==> src/sv/tcce_pkg.sv <==
// ----------------------------------------------------------------------------
// Text console cell engine package
// Operation codes, register indexes, character codes, cell words and the
// control structs shared between the core and the sweep sequencer.
// ----------------------------------------------------------------------------
`default_nettype none

package tcce_pkg;

  localparam int POS_W     = 11;
  localparam int CELL_W    = 16;
  localparam int ADDR_IN_W = 11;
  localparam int CFG_IDX_W = 1;

  typedef enum logic [1:0] {
    OP_PUT    = 2'd0,
    OP_DELETE = 2'd1,
    OP_CLEAR  = 2'd2,
    OP_READ   = 2'd3
  } op_t;

  localparam logic [CFG_IDX_W-1:0] CFG_FULL_WIDTH = 1'b0;
  localparam logic [CFG_IDX_W-1:0] CFG_BLANK_CELL = 1'b1;

  localparam logic [7:0] CH_NUL       = 8'h00;
  localparam logic [7:0] CH_BACKSPACE = 8'h08;
  localparam logic [7:0] CH_NEWLINE   = 8'h0A;

  // White space on black, used by clear and as the reset blank word.
  localparam logic [CELL_W-1:0] CLEAR_WORD  = 16'h0F20;
  localparam logic [CELL_W-1:0] BLANK_RESET = 16'h0F20;

  typedef struct packed {
    logic start;
    logic clear;
  } sweep_req_t;

  typedef struct packed {
    logic busy;
    logic done;
  } sweep_sts_t;

endpackage

`default_nettype wire

==> src/sv/tcce_if.sv <==
// ----------------------------------------------------------------------------
// Text console cell engine channels
// Valid/ready channels for the request items and the result items.
// ----------------------------------------------------------------------------
`default_nettype none

interface tcce_in_if;
  import tcce_pkg::*;

  logic                 valid;
  logic                 ready;
  logic [1:0]           operation;
  logic [7:0]           character;
  logic [7:0]           attribute;
  logic [ADDR_IN_W-1:0] cell_address;

  modport source (output valid, output operation, output character,
                  output attribute, output cell_address, input ready);
  modport sink   (input valid, input operation, input character,
                  input attribute, input cell_address, output ready);
endinterface

interface tcce_out_if;
  import tcce_pkg::*;

  logic              valid;
  logic              ready;
  logic [POS_W-1:0]  cursor_position;
  logic [CELL_W-1:0] cell_data;

  modport source (output valid, output cursor_position, output cell_data,
                  input ready);
  modport sink   (input valid, input cursor_position, input cell_data,
                  output ready);
endinterface

`default_nettype wire

==> src/sv/tcce_core.sv <==
// ----------------------------------------------------------------------------
// Text console core
// Accepts request transactions, keeps the cursor, issues single-cell reads and
// writes, starts scroll and clear sweeps and holds the result register.
// ----------------------------------------------------------------------------
`default_nettype none

module tcce_core #(
  parameter int COLUMNS = 80,
  parameter int ROWS    = 25
) (
  input  wire logic                          clk,
  input  wire logic                          rst_n,
  tcce_in_if.sink                            in_ch,
  tcce_out_if.source                         out_ch,
  input  wire logic [$clog2(COLUMNS):0]      act_width,
  input  wire logic [tcce_pkg::CELL_W-1:0]   blank_cell,
  input  wire logic [tcce_pkg::CELL_W-1:0]   rdata,
  input  wire tcce_pkg::sweep_sts_t          sweep_sts,
  output tcce_pkg::sweep_req_t               sweep_req,
  output logic                               we,
  output logic [$clog2(ROWS*COLUMNS)-1:0]    waddr,
  output logic [tcce_pkg::CELL_W-1:0]        wdata,
  output logic [$clog2(ROWS*COLUMNS)-1:0]    raddr
);
  import tcce_pkg::*;

  localparam int CW    = $clog2(COLUMNS);
  localparam int RW    = $clog2(ROWS);
  localparam int AW    = $clog2(ROWS*COLUMNS);
  localparam int LINW  = (AW > ADDR_IN_W) ? AW : ADDR_IN_W;
  localparam int CMPW  = LINW + 1;
  localparam logic [RW:0]   ROWS_X   = (RW+1)'(ROWS);
  localparam logic [CW:0]   COLS_X   = (CW+1)'(COLUMNS);
  localparam logic [RW-1:0] LAST_ROW = RW'(ROWS - 1);

  typedef enum logic [1:0] {C_IDLE, C_READ, C_SWEEP, C_RESULT} state_t;

  state_t            state_r, state_nxt;
  logic [CW-1:0]     col_r, col_nxt;
  logic [RW-1:0]     row_r, row_nxt;
  logic              rd_ok_r, rd_ok_nxt;
  logic [CELL_W-1:0] hold_r, hold_nxt;
  logic              start_r, start_nxt;
  logic              clear_r, clear_nxt;
  logic              out_vld_r, out_vld_nxt;
  logic [POS_W-1:0]  pos_r, pos_nxt;
  logic [CELL_W-1:0] dat_r, dat_nxt;

  op_t               op;
  logic              accept;
  logic [CW:0]       c1;
  logic [RW:0]       r1, r2;
  logic              wrap;
  logic [RW-1:0]     tgt_row;
  logic [CW-1:0]     tgt_col;
  logic [LINW-1:0]   addr_ext;
  logic [LINW-1:0]   pos_lin;

  assign op     = op_t'(in_ch.operation);
  assign accept = in_ch.valid && in_ch.ready;
  assign in_ch.ready = (state_r == C_IDLE);

  assign addr_ext = LINW'(in_ch.cell_address);
  assign raddr    = addr_ext[AW-1:0];
  assign waddr    = AW'(tgt_row) * AW'(COLUMNS) + AW'(tgt_col);
  assign pos_lin  = LINW'(row_r) * LINW'(COLUMNS) + LINW'(col_r);

  // Put: print or newline first, then the wrap check on the new column.
  always_comb begin
    c1 = {1'b0, col_r};
    r1 = {1'b0, row_r};
    if (in_ch.character == CH_NEWLINE) begin
      c1 = '0;
      r1 = {1'b0, row_r} + 1'b1;
    end else if (in_ch.character != CH_BACKSPACE && in_ch.character != CH_NUL) begin
      c1 = {1'b0, col_r} + 1'b1;
    end
    wrap = (c1 >= act_width);
    r2   = wrap ? r1 + 1'b1 : r1;
  end

  always_comb begin
    tgt_row = row_r;
    tgt_col = col_r;
    wdata   = {in_ch.attribute, in_ch.character};
    we      = 1'b0;
    if (op == OP_DELETE) begin
      wdata = blank_cell;
      if (col_r == '0) begin
        if (row_r != '0) begin
          tgt_row = row_r - 1'b1;
          tgt_col = CW'(act_width - 1'b1);
        end
      end else begin
        tgt_col = col_r - 1'b1;
      end
    end
    if (accept) begin
      if (op == OP_DELETE) begin
        we = 1'b1;
      end else if (op == OP_PUT) begin
        we = (in_ch.character != CH_NEWLINE) && (in_ch.character != CH_BACKSPACE)
          && (in_ch.character != CH_NUL);
      end
    end
  end

  always_comb begin
    state_nxt   = state_r;
    col_nxt     = col_r;
    row_nxt     = row_r;
    rd_ok_nxt   = rd_ok_r;
    hold_nxt    = hold_r;
    start_nxt   = 1'b0;
    clear_nxt   = clear_r;
    out_vld_nxt = out_vld_r && !out_ch.ready;
    pos_nxt     = pos_r;
    dat_nxt     = dat_r;
    unique case (state_r)
      C_IDLE: begin
        if (accept) begin
          hold_nxt  = '0;
          state_nxt = C_RESULT;
          unique case (op)
            OP_PUT: begin
              col_nxt = wrap ? '0 : c1[CW-1:0];
              if (r2 >= ROWS_X) begin
                row_nxt   = LAST_ROW;
                start_nxt = 1'b1;
                clear_nxt = 1'b0;
                state_nxt = C_SWEEP;
              end else begin
                row_nxt = r2[RW-1:0];
              end
            end
            OP_DELETE: begin
              col_nxt = tgt_col;
              row_nxt = tgt_row;
            end
            OP_CLEAR: begin
              col_nxt   = '0;
              row_nxt   = '0;
              start_nxt = 1'b1;
              clear_nxt = 1'b1;
              state_nxt = C_SWEEP;
            end
            OP_READ: begin
              rd_ok_nxt = (CMPW'(in_ch.cell_address) < CMPW'(ROWS*COLUMNS));
              state_nxt = C_READ;
            end
            default: begin
              state_nxt = C_RESULT;
            end
          endcase
        end
      end
      C_READ: begin
        hold_nxt  = rd_ok_r ? rdata : '0;
        state_nxt = C_RESULT;
      end
      C_SWEEP: begin
        if (sweep_sts.done) begin
          state_nxt = C_RESULT;
        end
      end
      C_RESULT: begin
        if (!out_vld_r || out_ch.ready) begin
          out_vld_nxt = 1'b1;
          pos_nxt     = pos_lin[POS_W-1:0];
          dat_nxt     = hold_r;
          state_nxt   = C_IDLE;
        end
      end
      default: begin
        state_nxt = C_IDLE;
      end
    endcase
  end

  always_ff @(posedge clk) begin
    if (!rst_n) begin
      state_r   <= C_IDLE;
      col_r     <= '0;
      row_r     <= '0;
      start_r   <= 1'b0;
      out_vld_r <= 1'b0;
    end else begin
      state_r   <= state_nxt;
      col_r     <= col_nxt;
      row_r     <= row_nxt;
      start_r   <= start_nxt;
      out_vld_r <= out_vld_nxt;
    end
    rd_ok_r <= rd_ok_nxt;
    hold_r  <= hold_nxt;
    clear_r <= clear_nxt;
    pos_r   <= pos_nxt;
    dat_r   <= dat_nxt;
  end

  assign sweep_req.start     = start_r;
  assign sweep_req.clear     = clear_r;
  assign out_ch.valid           = out_vld_r;
  assign out_ch.cursor_position = pos_r;
  assign out_ch.cell_data       = dat_r;

  // The cursor always lands inside the screen once a transaction is done.
  a_cursor_in_range: assert property (@(posedge clk) disable iff (!rst_n)
    ({1'b0, row_r} < ROWS_X) && ({1'b0, col_r} < COLS_X))
    else $error("cursor outside the screen");

  // A sweep is only started on the way into the sweep wait state.
  a_start_in_sweep: assert property (@(posedge clk) disable iff (!rst_n)
    start_r |-> (state_r == C_SWEEP))
    else $error("sweep started outside a scroll or clear");

  // Sweep completion is only reported while the core waits for it.
  a_done_in_sweep: assert property (@(posedge clk) disable iff (!rst_n)
    sweep_sts.done |-> (state_r == C_SWEEP))
    else $error("unexpected sweep completion");

  // Single-cell writes never overlap a running sweep.
  a_no_write_in_sweep: assert property (@(posedge clk) disable iff (!rst_n)
    we |-> !sweep_sts.busy)
    else $error("cell write during a sweep");

  // Every accepted request reaches the result register before the next one.
  a_result_loaded: assert property (@(posedge clk) disable iff (!rst_n)
    (state_r == C_RESULT && state_nxt == C_IDLE) |=> out_vld_r)
    else $error("result not presented");

endmodule

`default_nettype wire

==> src/flat_wrapper.sv <==
// flat-port wrapper written by rule: the top's interface ports become plain ports
module tcce_core_flat import tcce_pkg::*;
#(
  parameter int COLUMNS = 80,
  parameter int ROWS    = 25
)
  (clk, rst_n, act_width, blank_cell, rdata, sweep_sts, sweep_req, we, waddr, wdata, raddr, in_ch_valid, in_ch_operation, in_ch_character, in_ch_attribute, in_ch_cell_address, in_ch_ready, out_ch_valid, out_ch_cursor_position, out_ch_cell_data, out_ch_ready);
  tcce_in_if in_ch_i ();
  tcce_out_if out_ch_i ();
  input  wire logic clk;
  input  wire logic rst_n;
  input  wire logic [$clog2(COLUMNS):0] act_width;
  input  wire logic [tcce_pkg::CELL_W-1:0] blank_cell;
  input  wire logic [tcce_pkg::CELL_W-1:0] rdata;
  input  wire tcce_pkg::sweep_sts_t sweep_sts;
  output tcce_pkg::sweep_req_t sweep_req;
  output logic we;
  output logic [$clog2(ROWS*COLUMNS)-1:0] waddr;
  output logic [tcce_pkg::CELL_W-1:0] wdata;
  output logic [$clog2(ROWS*COLUMNS)-1:0] raddr;
  input wire logic [$bits(in_ch_i.valid)-1:0] in_ch_valid;
  input wire logic [$bits(in_ch_i.operation)-1:0] in_ch_operation;
  input wire logic [$bits(in_ch_i.character)-1:0] in_ch_character;
  input wire logic [$bits(in_ch_i.attribute)-1:0] in_ch_attribute;
  input wire logic [$bits(in_ch_i.cell_address)-1:0] in_ch_cell_address;
  output wire logic [$bits(in_ch_i.ready)-1:0] in_ch_ready;
  output wire logic [$bits(out_ch_i.valid)-1:0] out_ch_valid;
  output wire logic [$bits(out_ch_i.cursor_position)-1:0] out_ch_cursor_position;
  output wire logic [$bits(out_ch_i.cell_data)-1:0] out_ch_cell_data;
  input wire logic [$bits(out_ch_i.ready)-1:0] out_ch_ready;
  assign in_ch_i.valid = in_ch_valid;
  assign in_ch_i.operation = in_ch_operation;
  assign in_ch_i.character = in_ch_character;
  assign in_ch_i.attribute = in_ch_attribute;
  assign in_ch_i.cell_address = in_ch_cell_address;
  assign in_ch_ready = in_ch_i.ready;
  assign out_ch_valid = out_ch_i.valid;
  assign out_ch_cursor_position = out_ch_i.cursor_position;
  assign out_ch_cell_data = out_ch_i.cell_data;
  assign out_ch_i.ready = out_ch_ready;
  tcce_core #(.COLUMNS(COLUMNS), .ROWS(ROWS)) u_core (.clk(clk), .rst_n(rst_n), .in_ch(in_ch_i), .out_ch(out_ch_i), .act_width(act_width), .blank_cell(blank_cell), .rdata(rdata), .sweep_sts(sweep_sts), .sweep_req(sweep_req), .we(we), .waddr(waddr), .wdata(wdata), .raddr(raddr));
endmodule
==> config.mk <==
export PLATFORM = sky130hd
export DESIGN_NAME = tcce_core_flat
export DESIGN_NICKNAME = d
export VERILOG_FILES = /design/src/sv/tcce_pkg.sv /design/src/sv/tcce_if.sv /design/src/sv/tcce_core.sv /design/src/flat_wrapper.sv
export SDC_FILE = /design/constraint.sdc
export NUM_CORES = 1
export LEC_CHECK = 0
export BUFFER_PORTS_ARGS = -buffer_cell sky130_fd_sc_hd__buf_2
export CAP_MARGIN = 20
export CORE_UTILIZATION = 47
export DETAILED_ROUTE_END_ITERATION = 6
export GPL_ROUTABILITY_DRIVEN = 0
export GPL_TIMING_DRIVEN = 0
export PLACE_DENSITY = 0.84
export SLEW_MARGIN = 20
export SYNTH_ARGS = -nofsm -noshare
export SYNTH_HDL_FRONTEND = slang
export SYNTH_SLANG_ARGS = --single-unit
==> constraint.sdc <==
create_clock -name clk -period 4.4 [get_ports clk]
set_input_delay 0.88 -clock clk [delete_from_list [all_inputs] [get_ports clk]]
set_output_delay 0.88 -clock clk [all_outputs]
set_load 0.005 [all_outputs]
==> flow_summary.ini <==
[outcome]
status = finished with violations
violations = negative setup slack

[finish]
n_antenna_cell = 0
multiInputGateArea_um2 = 2890
final_common_cell = buf_2
seq_area_um2 = 1680
fill_cells = 721
fin_nets = 768
area_growth_pct = 30.4
final_util_pct = 64.6
drive_above_1_share_pct = 41.1
layout_common_cells = buf_2, edfxtp_1, ha_1

[sta]
max_clock_freq_mhz = 219
relSlewSlack_pct = 49.4
period_share_pct = 104
hold_viol_final = 0
fin_crit_ps = 4570
setup_slack_ps = -169
drv_slew = 0
setup_viol_count_final = 1
rsz0062_at_grt = true
fin_hold_ws_ps = 419
finClkSkew_ps = 7.96
tightestPinTransition_ps = 759

[global_route]
grt_pass1_wl_um = 19100
grt_pass1_vias = 4202
grt_usage_pct = 23.6
grt_max_degree = 28
antenna_found_initial = 0
grt.overflow.total = 0

[floorplan]
start_util_pct = 49.5
ios = 145
die_h_um = 102
row_count = 35
die-area_um2 = 10300
core_um2 = 9420
die_w_um = 102

[clock_network]
htreeDepth = 3
clkSlewWorstSetupHoldPaths_ps = 70
cts.path.max_buffers = 2
clk_latency_ps = 330
clock-sinks = 61
cts_root_buf = clkbuf_8
numCtsBuffers = 9
cts_tree = built
hold_buffers = 0

[setup_path]
endpoint_kind = primary output
path_max_fanout = 2
crit_path_start = u_core.col_r[0]
reg2reg_from = u_core.col_r[2]
crit_required_ps = 3520
critical_path_buf_inv_count = 2
cp-start-kind = flip-flop
slowest_stage = fa_2
critPathMostFrequentCell = ha_4
arrival_ps = 3690
critPathMaxStageDelay_ps = 530
cpLargestDelayFamily = simple AND/OR/NAND/NOR gates
crit_type = reg2out
worstPathCellList = inv_4 -> ha_4 -> nor2b_4 -> nand3_2 -> or4_4 -> xnor2_2 -> nand2_2 -> o21ai_4 -> ha_4 -> ha_4 -> fa_2 -> or3b_4 -> xnor2_2 -> xnor2_1 -> buf_2

[detailed_routing]
antenna_left = 0
vias = 4425
first_iter_violations = 517
wl_per_cell_um = 15.7
dr.pass1.iters = 5
drc = 0
vias_per_cell = 5.67
wirelength_um = 12200

[yosys]
avgSynthCellArea_um2 = 9.66
synth_warnings = 0
ys_ff_latch = 61
syn-num-nets = 604
synth_edf_count = 45
synth.distinct_cells = 72
syn_area_um2 = 4660
async_flop_share_pct = 0
synth_cells = 483
synth-seq-area-share_pct = 35.8
synth_top_flop_cell = edfxtp_1

[place]
pre_cts_slack_ps = -601
hpwl_um = 9270
portBuffers = 139

[power_and_ir_drop]
p_leak_nw = 2.75
ir_worst_vdd_v = 0.000199
power_density_nw_per_um2 = 421

[hold_path]
hp-class = reg2reg
min-delay-start = u_core.hold_r[3]

[flow_run]
drv_cap = 0
[per-stage QoR]
step	TNS, ps	instance area, um2	std cells	total power, mW
final	-169	6080	781	2.56
after global routing	-375	6080	781	2.74
after CTS	-246	5940	774	2.45
after detailed placement	-3970	5540	751	1.92
after global placement	-3080	5530	751	1.87
after floorplan	0	4680	483	1.58
[final timing paths]
check                                    end  slack [ps]  cells after the start
setup / recovery                   waddr[10]        -170                     15
hold reg to reg   u_core.out_ch.cell_data[3]         420                      0
hold / removal    u_core.out_ch.cell_data[3]         420                      0
setup reg to reg              u_core.clear_r         630                     13
[worst reg2reg max path: stages (launching register included)]
cell and delay, ps:
dfxtp_1 520, inv_1 180, or4_1 580, xnor2_1 150, nor2_1 170, ha_1 270, a21o_1 190, a21oi_2 180
o211a_1 220, nor3_1 90, a221o_2 400, a31o_4 250, nand3b_2 90, nor3b_2 180
[registers in the layout, indices dropped and copies added, names as in the netlist]
register and count:
u_core.clear_r 1, u_core.col_r 7, u_core.hold_r 16, u_core.out_ch.cell_data 16
u_core.out_ch.cursor_position 11, u_core.out_ch.valid 1, u_core.rd_ok_r 1, u_core.row_r 5
u_core.start_r 1, u_core.state_r 2
[cells by family after synthesis]
family                     synth area share, %
and+or+nand+nor                           18.5
AOI/OAI and AO/OA                         14.1
buffers and inverters                     7.32
DFF                                       35.8
adders and majority gates                 13.0
xor gates and xnor gates                  6.73
muxes                                     4.53
[area by class of cell]
class,count,share of cell area (%)
clock buffers,9,2.04
flip-flops and latches,61,27.6
multi-input cells,352,47.5
inverters,38,2.49
repair buffers,157,13.7
well taps,129,2.65
clock inverters,7,0.823
plain buffers,28,3.21
[what timing repair did]
action,4_1_cts,5_1_grt
pin swaps,10,14
endpoints found under the setup margin,5,9
hold endpoints to repair,0,0
buffers inserted,11,7
resized for setup,40,19
[per-layer routing]
metal  up-vias  GRT usage [%]  part of all wire [%]
met4         0           10.4                   3.7
met2       283           42.0                    49
met1      2001           28.0                    39
li1       2089              -                     -
met5         -              0                     0
met3        52           3.80                   8.6
[synthesized netlist by cell type, types with 7 or more instances]
cell | n | area (um2)
nor3_1 | 10 | 50.1
xnor2_1 | 29 | 254
nor2_1 | 35 | 131
and3_1 | 22 | 138
mux2_2 | 17 | 191
a31oi_1 | 7 | 43.8
nand2_1 | 26 | 97.6
clkbuf_1 | 12 | 45.0
edfxtp_1 | 45 | 1350
ha_1 | 42 | 526
a211oi_1 | 10 | 75.1
inv_1 | 38 | 143
buf_4 | 14 | 105
dfxtp_1 | 16 | 320
nand3_1 | 20 | 100
a21oi_1 | 17 | 85.1
o21ai_0 | 23 | 115
[where the power goes]
| part | internal [mW] | leakage [nW] | total (mW) | switching, mW |
|---|---|---|---|---|
| logic | 0.555 | 2.10 | 1.26 | 0.709 |
| clock network | 0.205 | 0.0933 | 0.418 | 0.212 |
| registers | 0.800 | 0.558 | 0.879 | 0.0786 |
Power figures use the tool's default switching activity.
