<file path="src/sv/tcce_pkg.sv">
// ----------------------------------------------------------------------------
// Text console cell engine package
// Operation codes, register indexes, character codes, cell words and the
// control structs shared between the core and the sweep sequencer.
// ----------------------------------------------------------------------------
`default_nettype none

package tcce_pkg;

  localparam int POS_W     = 11;
  localparam int CELL_W    = 16;
  localparam int ADDR_IN_W = 11;
  localparam int CFG_IDX_W = 1;

  typedef enum logic [1:0] {
    OP_PUT    = 2'd0,
    OP_DELETE = 2'd1,
    OP_CLEAR  = 2'd2,
    OP_READ   = 2'd3
  } op_t;

  localparam logic [CFG_IDX_W-1:0] CFG_FULL_WIDTH = 1'b0;
  localparam logic [CFG_IDX_W-1:0] CFG_BLANK_CELL = 1'b1;

  localparam logic [7:0] CH_NUL       = 8'h00;
  localparam logic [7:0] CH_BACKSPACE = 8'h08;
  localparam logic [7:0] CH_NEWLINE   = 8'h0A;

  // White space on black, used by clear and as the reset blank word.
  localparam logic [CELL_W-1:0] CLEAR_WORD  = 16'h0F20;
  localparam logic [CELL_W-1:0] BLANK_RESET = 16'h0F20;

  typedef struct packed {
    logic start;
    logic clear;
  } sweep_req_t;

  typedef struct packed {
    logic busy;
    logic done;
  } sweep_sts_t;

endpackage

`default_nettype wire

</file>
<file path="src/sv/tcce_sweep.sv">
// ----------------------------------------------------------------------------
// Text console sweep sequencer
// Walks the cell memory for scroll-up (copy each row from the one below, then
// fill the last row with the blank word) and for clear (fill every row).
// ----------------------------------------------------------------------------
`default_nettype none

module tcce_sweep #(
  parameter int COLUMNS = 80,
  parameter int ROWS    = 25
) (
  input  wire logic                                   clk,
  input  wire logic                                   rst_n,
  input  wire tcce_pkg::sweep_req_t                   req,
  input  wire logic [$clog2(COLUMNS):0]               act_width,
  input  wire logic [tcce_pkg::CELL_W-1:0]            blank_cell,
  input  wire logic [tcce_pkg::CELL_W-1:0]            rdata,
  output tcce_pkg::sweep_sts_t                        sts,
  output logic [$clog2(ROWS*COLUMNS)-1:0]             raddr,
  output logic                                        we,
  output logic [$clog2(ROWS*COLUMNS)-1:0]             waddr,
  output logic [tcce_pkg::CELL_W-1:0]                 wdata
);
  import tcce_pkg::*;

  localparam int CW = $clog2(COLUMNS);
  localparam int RW = $clog2(ROWS);
  localparam int AW = $clog2(ROWS*COLUMNS);
  localparam logic [RW-1:0] LAST_ROW = RW'(ROWS - 1);
  localparam logic [RW-1:0] LAST_SRC = RW'(ROWS - 2);
  localparam logic [AW-1:0] ROW_STEP = AW'(COLUMNS);

  typedef enum logic [1:0] {S_IDLE, S_COPY, S_FILL, S_DRAIN} state_t;

  state_t            state_r, state_nxt;
  logic [CW-1:0]     col_r, col_nxt;
  logic [RW-1:0]     row_r, row_nxt;
  logic [AW-1:0]     base_r, base_nxt;
  logic [CW:0]       width_r, width_nxt;
  logic [CELL_W-1:0] const_r, const_nxt;
  // Write stage: the copy data arrives in the cycle after its read.
  logic              wr_vld_r, wr_vld_nxt;
  logic              wr_const_r, wr_const_nxt;
  logic [AW-1:0]     wr_addr_r, wr_addr_nxt;
  logic              row_end;

  assign row_end = ({1'b0, col_r} == width_r - 1'b1);

  always_comb begin
    state_nxt    = state_r;
    col_nxt      = col_r;
    row_nxt      = row_r;
    base_nxt     = base_r;
    width_nxt    = width_r;
    const_nxt    = const_r;
    wr_vld_nxt   = 1'b0;
    wr_const_nxt = wr_const_r;
    wr_addr_nxt  = wr_addr_r;
    unique case (state_r)
      S_IDLE: begin
        if (req.start) begin
          col_nxt   = '0;
          row_nxt   = '0;
          base_nxt  = '0;
          width_nxt = act_width;
          const_nxt = req.clear ? CLEAR_WORD : blank_cell;
          state_nxt = req.clear ? S_FILL : S_COPY;
        end
      end
      S_COPY: begin
        wr_vld_nxt   = 1'b1;
        wr_const_nxt = 1'b0;
        wr_addr_nxt  = base_r + AW'(col_r);
        if (row_end) begin
          col_nxt  = '0;
          row_nxt  = row_r + 1'b1;
          base_nxt = base_r + ROW_STEP;
          if (row_r == LAST_SRC) begin
            state_nxt = S_FILL;
          end
        end else begin
          col_nxt = col_r + 1'b1;
        end
      end
      S_FILL: begin
        wr_vld_nxt   = 1'b1;
        wr_const_nxt = 1'b1;
        wr_addr_nxt  = base_r + AW'(col_r);
        if (row_end) begin
          col_nxt = '0;
          if (row_r == LAST_ROW) begin
            state_nxt = S_DRAIN;
          end else begin
            row_nxt  = row_r + 1'b1;
            base_nxt = base_r + ROW_STEP;
          end
        end else begin
          col_nxt = col_r + 1'b1;
        end
      end
      S_DRAIN: begin
        state_nxt = S_IDLE;
      end
      default: begin
        state_nxt = S_IDLE;
      end
    endcase
  end

  always_ff @(posedge clk) begin
    if (!rst_n) begin
      state_r  <= S_IDLE;
      wr_vld_r <= 1'b0;
    end else begin
      state_r  <= state_nxt;
      wr_vld_r <= wr_vld_nxt;
    end
    col_r      <= col_nxt;
    row_r      <= row_nxt;
    base_r     <= base_nxt;
    width_r    <= width_nxt;
    const_r    <= const_nxt;
    wr_const_r <= wr_const_nxt;
    wr_addr_r  <= wr_addr_nxt;
  end

  assign raddr     = base_r + ROW_STEP + AW'(col_r);
  assign we        = wr_vld_r;
  assign waddr     = wr_addr_r;
  assign wdata     = wr_const_r ? const_r : rdata;
  assign sts.busy  = (state_r != S_IDLE) || wr_vld_r;
  assign sts.done  = (state_r == S_DRAIN);

endmodule

`default_nettype wire

</file>
<file path="config.mk">
export PLATFORM = sky130hd
export DESIGN_NAME = tcce_sweep
export DESIGN_NICKNAME = d
export VERILOG_FILES = /design/src/sv/tcce_pkg.sv /design/src/sv/tcce_sweep.sv
export SDC_FILE = /design/constraint.sdc
export NUM_CORES = 1
export LEC_CHECK = 0
export BUFFER_PORTS_ARGS = -buffer_cell sky130_fd_sc_hd__buf_2
export CELL_PAD_IN_SITES_DETAIL_PLACEMENT = 1
export CELL_PAD_IN_SITES_GLOBAL_PLACEMENT = 1
export CORE_MARGIN = 1.5
export CORE_UTILIZATION = 45
export DETAILED_ROUTE_END_ITERATION = 7
export PLACE_DENSITY = 0.87
export SLEW_MARGIN = 0
export SYNTH_ARGS = -nofsm -noshare
export SYNTH_HDL_FRONTEND = slang
export SYNTH_SLANG_ARGS = --single-unit
</file>
<file path="constraint.sdc">
create_clock -name clk -period 8.6 [get_ports clk]
set_input_delay 0.86 -clock clk [delete_from_list [all_inputs] [get_ports clk]]
set_output_delay 0.86 -clock clk [all_outputs]
set_load 0.1 [all_outputs]
</file>
==> metrics.txt, run 1 <==
area of the multi-input gates=1360 µm²; largest net degree at the start of global routing=29; post-CTS resize count=0; via count=2,227; core region area=6790 µm²; flops & latches, synth=58; Syn Inst Count=254; CTS tree=built; GPL Wtd Cong=0.782; clk sinks=58; Slew HR=27.5%; cell taking the most area after synthesis=edfxtp_1; initial antenna violation count=0; Post-CTS Hold Buffers=0; status=completed; ANT nets after route=0; Final TNS setup=0 ps; drt via density=5.04; I/O Pins=85; final hold vios=0; clk_lat worst skew=340 ps; top cell type's share of synthesized area=51.9%; die area=7580 µm²; max-cap violation count=0; GR Util All Layers=19.9%; worst min path class=register to register; largest family of logic cells by synthesized area=simple AND/OR/NAND/NOR gates; vias in the first global route=2,276; Routed WL=7160 µm; nets=402; worst path bufs/invs=1; syn_nets=315; Worst-Margin Slew=1090 ps; cts bufs inserted=9; fraction of layout cells with a size suffix above 1=36.4%; fin crit share=40.8%; DP HPWL=5250 µm; CTS max path bufs=2; adder-cell share of the synthesized area=7.16%; required time worst endpoint=7740 ps; Synth Area in Simple Gates=14.7%; 1st-iter DRT viols=59; Avg Cell Area, Syn=12.5 µm²; CTS clk-pin slew, worst paths=60 ps; Die X-Extent=87.1 µm; Yosys cell types=40; Crit. End Element=output port; diode count=0; sequential cell area=1710 µm²; synthesis-to-finish area growth=21.1%; IO buf count=84; Compound-Gate Fraction of Synth Area=6.34%; Synth Area in XOR/XNOR=8.54%; FF-to-FF setup slack=6040 ps; worst clock skew=6.34 ps; filler instances=744; GR Overflow Total=0; CP Class=register to output port; die height=87.1 µm; CTS Root Cell=clkbuf_8; worst-path maximum fanout=5; crit path time final=3510 ps; RSZ-0062 raised after global routing=no; CP Launch Type=register; crit-path cells=ha_1, xnor2_1, ha_1, a21oi_1, nor2b_1, nor3b_1, xnor2_1, buf_2; Max Slew Vio Count=0; Seq/Total Area, Yosys=53.8%; DR WL/cell=16.2 µm; first-pass GRT wire length=11,100 µm; post-route DRC violation count=0; drt first pass iters=4; mux cell area share after synthesis=6.02%; Largest delay share family, worst path=adder cells; Syn Std Cell Area=3180 µm²; row count=30; Max stage delay cell, worst path=edfxtp_1; final setup violation count=0; top cells by area, synth=edfxtp_1 (52%), mux2_2 (6.0%), ha_1 (5.9%), xnor2_1 (5.8%), nor2b_1 (4.1%); H-tree Lvls=3; yosys warns=0; initial core utilization=46.8%; post-CTS setup buffers=0; fmax=285 MHz; CP arrival=2650 ps; CP peak stage delay=450 ps
## cell families (layout without fill, tap and decap cells)
| logic type | after synthesis | count (layout) |
|---|---|---|
| AND/OR/NAND/NOR | 77 | 77 |
| AO/OA/AOI/OAI | 29 | 29 |
| XOR/XNOR | 31 | 31 |
| flip-flops | 58 | 58 |
| multiplexers | 17 | 17 |
| adder cells (fa/ha/maj) | 17 | 17 |
| buffers and inverters | 25 | 117 |
## layout by cell type, fill, tap and decap left out, types with 8 or more instances in the layout
cell / netlist / routed
inv_1: 16 / 16
nor2b_1: 21 / 21
nand3_1: 8 / 8
edfxtp_1: 55 / 55
a21oi_1: 8 / 8
o21ai_0: 9 / 9
buf_2: 0 / 84
nor2_1: 14 / 14
ha_1: 15 / 15
xor2_1: 10 / 10
and2_1: 9 / 9
mux2_2: 17 / 17
xnor2_1: 21 / 21
clkbuf_8: 0 / 11
## per-layer routing
layer | vias up | GRT usage, % | wire length [µm]
li1 | 1072 | - | -
met1 | 1075 | 22.9 | 2980
met2 | 66 | 34.4 | 3690
met3 | 14 | 5.31 | 336
met4 | 0 | 9.68 | 150
met5 | - | 0 | 0
## registers in the layout, indices dropped and copies added (netlist names)
| signal | flops |
|---|---|
| base_r | 7 |
| col_r | 7 |
| const_r | 16 |
| row_r | 5 |
| state_r | 2 |
| waddr | 11 |
| we | 1 |
| width_r | 8 |
| wr_const_r | 1 |
## worst paths after layout
kind / cells past startpoint / start / end
setup reg to reg: 8 / width_r[0] / base_r[8]
hold reg to reg: 0 / col_r[1] / waddr[1]
hold / removal: 0 / col_r[1] / waddr[1]
setup / recovery: 8 / base_r[4] / raddr[10]
## worst register-to-register path, cell delays in order (launching register included)
cell and delay [ps]:
edfxtp_1 420, inv_1 80, ha_1 310, xor2_1 150, nand3_1 110, nor4_2 540, nand3_1 130, a211oi_1 250
buf_4 250
## per-stage QoR
stage	util [%]	std cells	area (µm²)	setup slack (ps)	hold WS, ps
floorplan	-	254	3180	4620	449
global placement	54.1	426	3680	5540	579
detailed placement	54.1	426	3680	5450	581
CTS	56.6	442	3850	5070	595
global route	56.6	442	3850	4940	610
finish	56.6	442	3850	5090	593
## final cells by class
cell class / instances / area share [%]
Clock buffer: 16 / 4.42
Inverter: 16 / 1.56
Multi-Input combinational cell: 171 / 35.3
Sequential cell: 58 / 44.5
Tap cell: 96 / 3.12
Timing Repair Buffer: 85 / 11.1
## synth_stat cells
master and n:
buf_1 1, buf_4 4, nand3b_1 2, nor2b_1 21, ha_1 15, a21oi_1 8
a21o_1 2, edfxtp_1 55, nor4_4 1, or4_1 1, nand2_1 3, nor3b_1 2
nor4_2 1, or2_2 5, nand4b_1 2, a31oi_1 1, a21bo_2 1, xor2_1 10
or3_4 1, nand4_1 1, fa_1 2, nand3_1 8, o2111ai_1 1, xnor2_1 21
and2_1 9, mux2_2 17, nor2_1 14, a211oi_1 2, a22oi_1 1, clkbuf_1 4
inv_1 16, or3b_1 1, a2bb2oi_2 1, and3_1 1, nor3_1 2, a31o_2 1
nand2b_1 2, o21ai_0 9, dfxtp_1 3, a221oi_2 2
Power of run 1 is left out: the tool's default activity adds up to more than one toggle a clock period on the data nets, which glitch-free logic cannot reach.
==> run 2, diff against run 1 <==
Settings changed: CORE_UTILIZATION 45 to 42, PLACE_DENSITY 0.87 to 0.82.
Clock period 8.6 ns to 3.4 ns, I/O delays scaled along.
==> run 2 against run 1 <==
Effect of this change:
- wire length shrank 2.8%
- global-route usage down 1.5 points
- worst hold slack got worse by 410 ps
- critical endpoint unchanged
- highest routed layer unchanged
==> metrics.txt, run 2 (synthesis gave the netlist of run 1 again) <==
fin crit share=89.8%; fraction of layout cells with a size suffix above 1=37.8% (+1.3 points); diode count=0 (unchanged); vias in the first global route=2,405 (+5.7%); CP Class=register to output port; H-tree Lvls=3 (unchanged); max reg flops=16 (unchanged); CTS clk-pin slew, worst paths=70 ps (about the same); WHS Path Cells=1 (+1); CTS max path bufs=2 (unchanged); DP HPWL=5040 µm (-4.1%); die area=8100 µm² (+6.9%); clk sinks=58 (unchanged); Top reg by flops=const_r; I/O Pins=85 (unchanged); initial antenna violation count=0 (unchanged); synthesis-to-finish area growth=23.1%; fmax=327 MHz; CP Launch Type=register; FF-to-FF setup slack=870 ps (-5170 ps); Core Util, Final=53.7% (-3.0 points); final hold vios=0 (unchanged); dpl ws=682 ps (-4770 ps); clk_lat worst skew=340 ps (about the same); GPL Wtd Cong=0.773 (-1.2%); commonest non-fill, non-tap cell in the layout=buf_2; 1st-iter DRT viols=89 (+51%); first-pass GRT wire length=11,800 µm (+5.8%); drt first pass iters=4 (unchanged); CTS tree=built; ANT nets after route=0 (unchanged); Slew HR=27.7% (+0.26 points); Worst-Margin Slew=1080 ps (-3.90 ps); Final WS setup=345 ps (-4750 ps); Worst R2R Start=width_r[0]; Routed WL=6960 µm (-2.8%); status=completed; post-CTS setup buffers=0 (unchanged); Max Slew Vio Count=0 (unchanged); Final TNS setup=0 ps (unchanged); worst hold endpoint=width_r[4]; DR WL/cell=15.6 µm (-3.6%); largest net degree at the start of global routing=25 (-14%); required time worst endpoint=3060 ps (-4680 ps); post-route DRC violation count=0 (unchanged); CP arrival=2710 ps (+60 ps); cts bufs inserted=9 (unchanged); initial core utilization=43.6% (-3.2 points); row count=31 (+3.3%); nets=403 (+0.25%); crit path time final=3050 ps; core region area=7290 µm² (+7.3%); most frequent cells in the layout=buf_2 (84), edfxtp_1 (55), nor2b_1 (21); worst-path maximum fanout=5 (unchanged); die height=90.0 µm (+3.4%); post-CTS resize count=0 (unchanged); Crit. End Element=output port; R2R depth=8 (unchanged); CTS Root Cell=clkbuf_8; via count=2,245 (+0.81%); worst clock skew=5.50 ps (-0.839 ps); Worst R2R End=base_r[9]; final setup violation count=0 (unchanged); Worst Setup SP=base_r[4]; Post-CTS Hold Buffers=0 (unchanged); Die X-Extent=90.0 µm (+3.4%); GR Util All Layers=18.5% (-1.5 points); drt via density=5.03 (about the same); GR Overflow Total=0 (unchanged); max-cap violation count=0 (unchanged); IO buf count=84 (unchanged); RSZ-0062 raised after global routing=no; worst min path class=input pin to register; HP Start=act_width[4]
==> run 2: layout make-up <==
type,instances,area (µm²)
fillers,835,3380
clock inverters,7,83.8
multi-input cells,171,1370
repair buffers,86,435
flip-flops and latches,58,1710
clock buffers,9,124
inverters,16,60.1
well taps,99,124
==> run 2: layer usage <==
metal,track usage (%),up-vias,wire length [µm]
met1,22.3,1100,2890
met5,0,-,0
li1,-,1074,-
met4,7.54,0,114
met3,5.41,9,277
met2,30.9,62,3680
==> run 2: stage by stage <==
step	instance area, µm²	hold WS, ps	cells
detailed placement	3700	519	430
CTS	3910	157	446
global route	3910	151	446
floorplan	3190	439	254
global placement	3700	518	430
finish	3910	179	446
==> run 2: how the worst max path moves through the flow <==
stage                     cells past startpoint  slack [ps]        end
after floorplan                               5         100   raddr[8]
after CTS                                     8         290  raddr[10]
after global routing                          8         130  raddr[10]
final                                         8         350  raddr[10]
after global placement                        8         770  raddr[10]
after detailed placement                      8         680  raddr[10]
==> run 2: critical path: stages, from the launching register on <==
cell      delay (ps)
edfxtp_1         460
ha_1             280
xnor2_1          150
ha_1             340
a21oi_1           80
nor2b_1          160
nor3b_1          340
xnor2_2          140
buf_2            430
Power of run 2 is left out for the same reason.
==> run 3, diff against run 2 <==
Settings changed: CELL_PAD_IN_SITES_DETAIL_PLACEMENT 1 to 0, TNS_END_PERCENT set to 100.
==> run 3 against run 2 <==
Effect of this change:
- sequential cell count unchanged
- wire length decreased by 14%
- final area decreased by 0.86%
- register-to-register slack about the same
- clock-buffer cell count increased by 1
- sequential share of layout area increased by 0.38 points
- die area unchanged
- critical path depth unchanged
- non-clock buffer count unchanged
- global-route usage decreased by 2.7 points
- clock skew decreased by 1.7 ps
- critical path type unchanged
- critical endpoint unchanged
- largest cell class unchanged
==> metrics.txt, run 3 (synthesis gave the netlist of run 1 again) <==
status=completed; fmax=330 MHz (+0.81%); Slew HR=31.3% (+3.5 points); max reg flops=16 (unchanged); worst clock skew=3.85 ps (-1.65 ps); HP Start=act_width[6]; crit path time final=3030 ps (-24.5 ps); nets=403 (unchanged); GPL Wtd Cong=0.773 (unchanged); die area=8100 µm² (unchanged); H-tree Lvls=3 (unchanged); max-cap violation count=0 (unchanged); crit-path cells=ha_1, xnor2_1, ha_1, a21oi_1, nor2b_1, nor3b_1, xnor2_2, buf_2; post-route DRC violation count=0 (unchanged); core region area=7290 µm² (unchanged); WHS Path Cells=1 (unchanged); FF-to-FF setup slack=860 ps (about the same); DP HPWL=4350 µm (-14%); row count=31 (unchanged); fin crit share=89.1% (-0.72 points); clk_lat worst skew=330 ps (about the same); synthesis-to-finish area growth=22.0%; GR Overflow Total=0 (unchanged); cts bufs inserted=9 (unchanged); Worst-Margin Slew=1030 ps (-53.0 ps); worst hold endpoint=width_r[6]; Min Hold Slack=179 ps (+0.341 ps); Crit. End Element=output port; via count=2,123 (-5.4%); final setup violation count=0 (unchanged); worst-path maximum fanout=5 (unchanged); worst min path class=input pin to register; Post-Layout Cell Count=445 (-0.22%); first-pass GRT wire length=10,100 µm (-14%); clk sinks=58 (unchanged); commonest non-fill, non-tap cell in the layout=buf_2; required time worst endpoint=3060 ps (about the same); Max Slew Vio Count=0 (unchanged); drt first pass iters=4 (unchanged); ANT nets after route=0 (unchanged); CP Class=register to output port; worst path bufs/invs=1 (unchanged); CTS Root Cell=clkbuf_8; die height=90.0 µm (unchanged); CP peak stage delay=460 ps (about the same); R2R depth=8 (unchanged); most frequent cells in the layout=buf_2 (84), edfxtp_1 (55), nor2b_1 (21); CP arrival=2690 ps (-20 ps); Die X-Extent=90.0 µm (unchanged); largest net degree at the start of global routing=25 (unchanged); Worst R2R Start=width_r[0]; post-CTS setup buffers=0 (unchanged); diode count=0 (unchanged); Routed WL=6010 µm (-14%); Max stage delay cell, worst path=edfxtp_1; initial antenna violation count=0 (unchanged); DR WL/cell=13.5 µm (-14%); CP Launch Type=register; Largest delay share family, worst path=adder cells; Critical Path Stages=8 (unchanged); initial core utilization=43.6% (unchanged); Placed Instances=430 (unchanged); I/O Pins=85 (unchanged); Top reg by flops=const_r; RSZ-0062 raised after global routing=no; GR Util All Layers=15.7% (-2.7 points); Final TNS setup=0 ps (unchanged); final hold vios=0 (unchanged); crit-path most repeated cell=ha_1; CTS max path bufs=2 (unchanged); drt via density=4.77 (-5.2%); Post-CTS Hold Buffers=0 (unchanged); 1st-iter DRT viols=82 (-7.9%); post-CTS resize count=0 (unchanged); CTS tree=built; fraction of layout cells with a size suffix above 1=37.3% (-0.47 points); CTS clk-pin slew, worst paths=60 ps (about the same); Worst R2R End=base_r[6]; IO buf count=84 (unchanged); vias in the first global route=2,069 (-14%)
[run 3: cell count changes in the layout (fill, tap and decap cells not counted), sizes merged]
cell,change
bufinv,-1
clkbuf,+1
clkinvlp,-1
[run 3: per-layer routing]
metal,wire length (µm),track usage [%]
met5,0,0
met4,94,6.75
met3,313,4.91
met2,2870,24.9
met1,2720,19.8
[run 3: layout make-up]
cell class,instances,area [µm²]
fillers,682,3410
well taps,99,124
flip-flops and latches,58,1710
clock buffers,10,128
multi-input cells,171,1370
clock inverters,5,46.3
repair buffers,86,435
inverters,16,60.1
[run 3: worst max path at each step]
stage / from / slack, ps / to
after floorplan: base_r[4] / 100 / raddr[8]
after global placement: base_r[4] / 770 / raddr[10]
after detailed placement: base_r[4] / 710 / raddr[10]
after CTS: base_r[4] / 340 / raddr[10]
after global routing: base_r[4] / 150 / raddr[10]
final: base_r[4] / 370 / raddr[10]
[run 3: stage by stage]
step	instance area, µm²	setup WS (ps)	utilization (%)
2_1_floorplan	3190	99.3	-
3_3_place_gp	3700	770	50.8
3_5_place_dp	3700	708	50.8
4_1_cts	3880	338	53.2
5_1_grt	3880	151	53.2
6_report	3880	370	53.2
Power of run 3 is left out for the same reason.
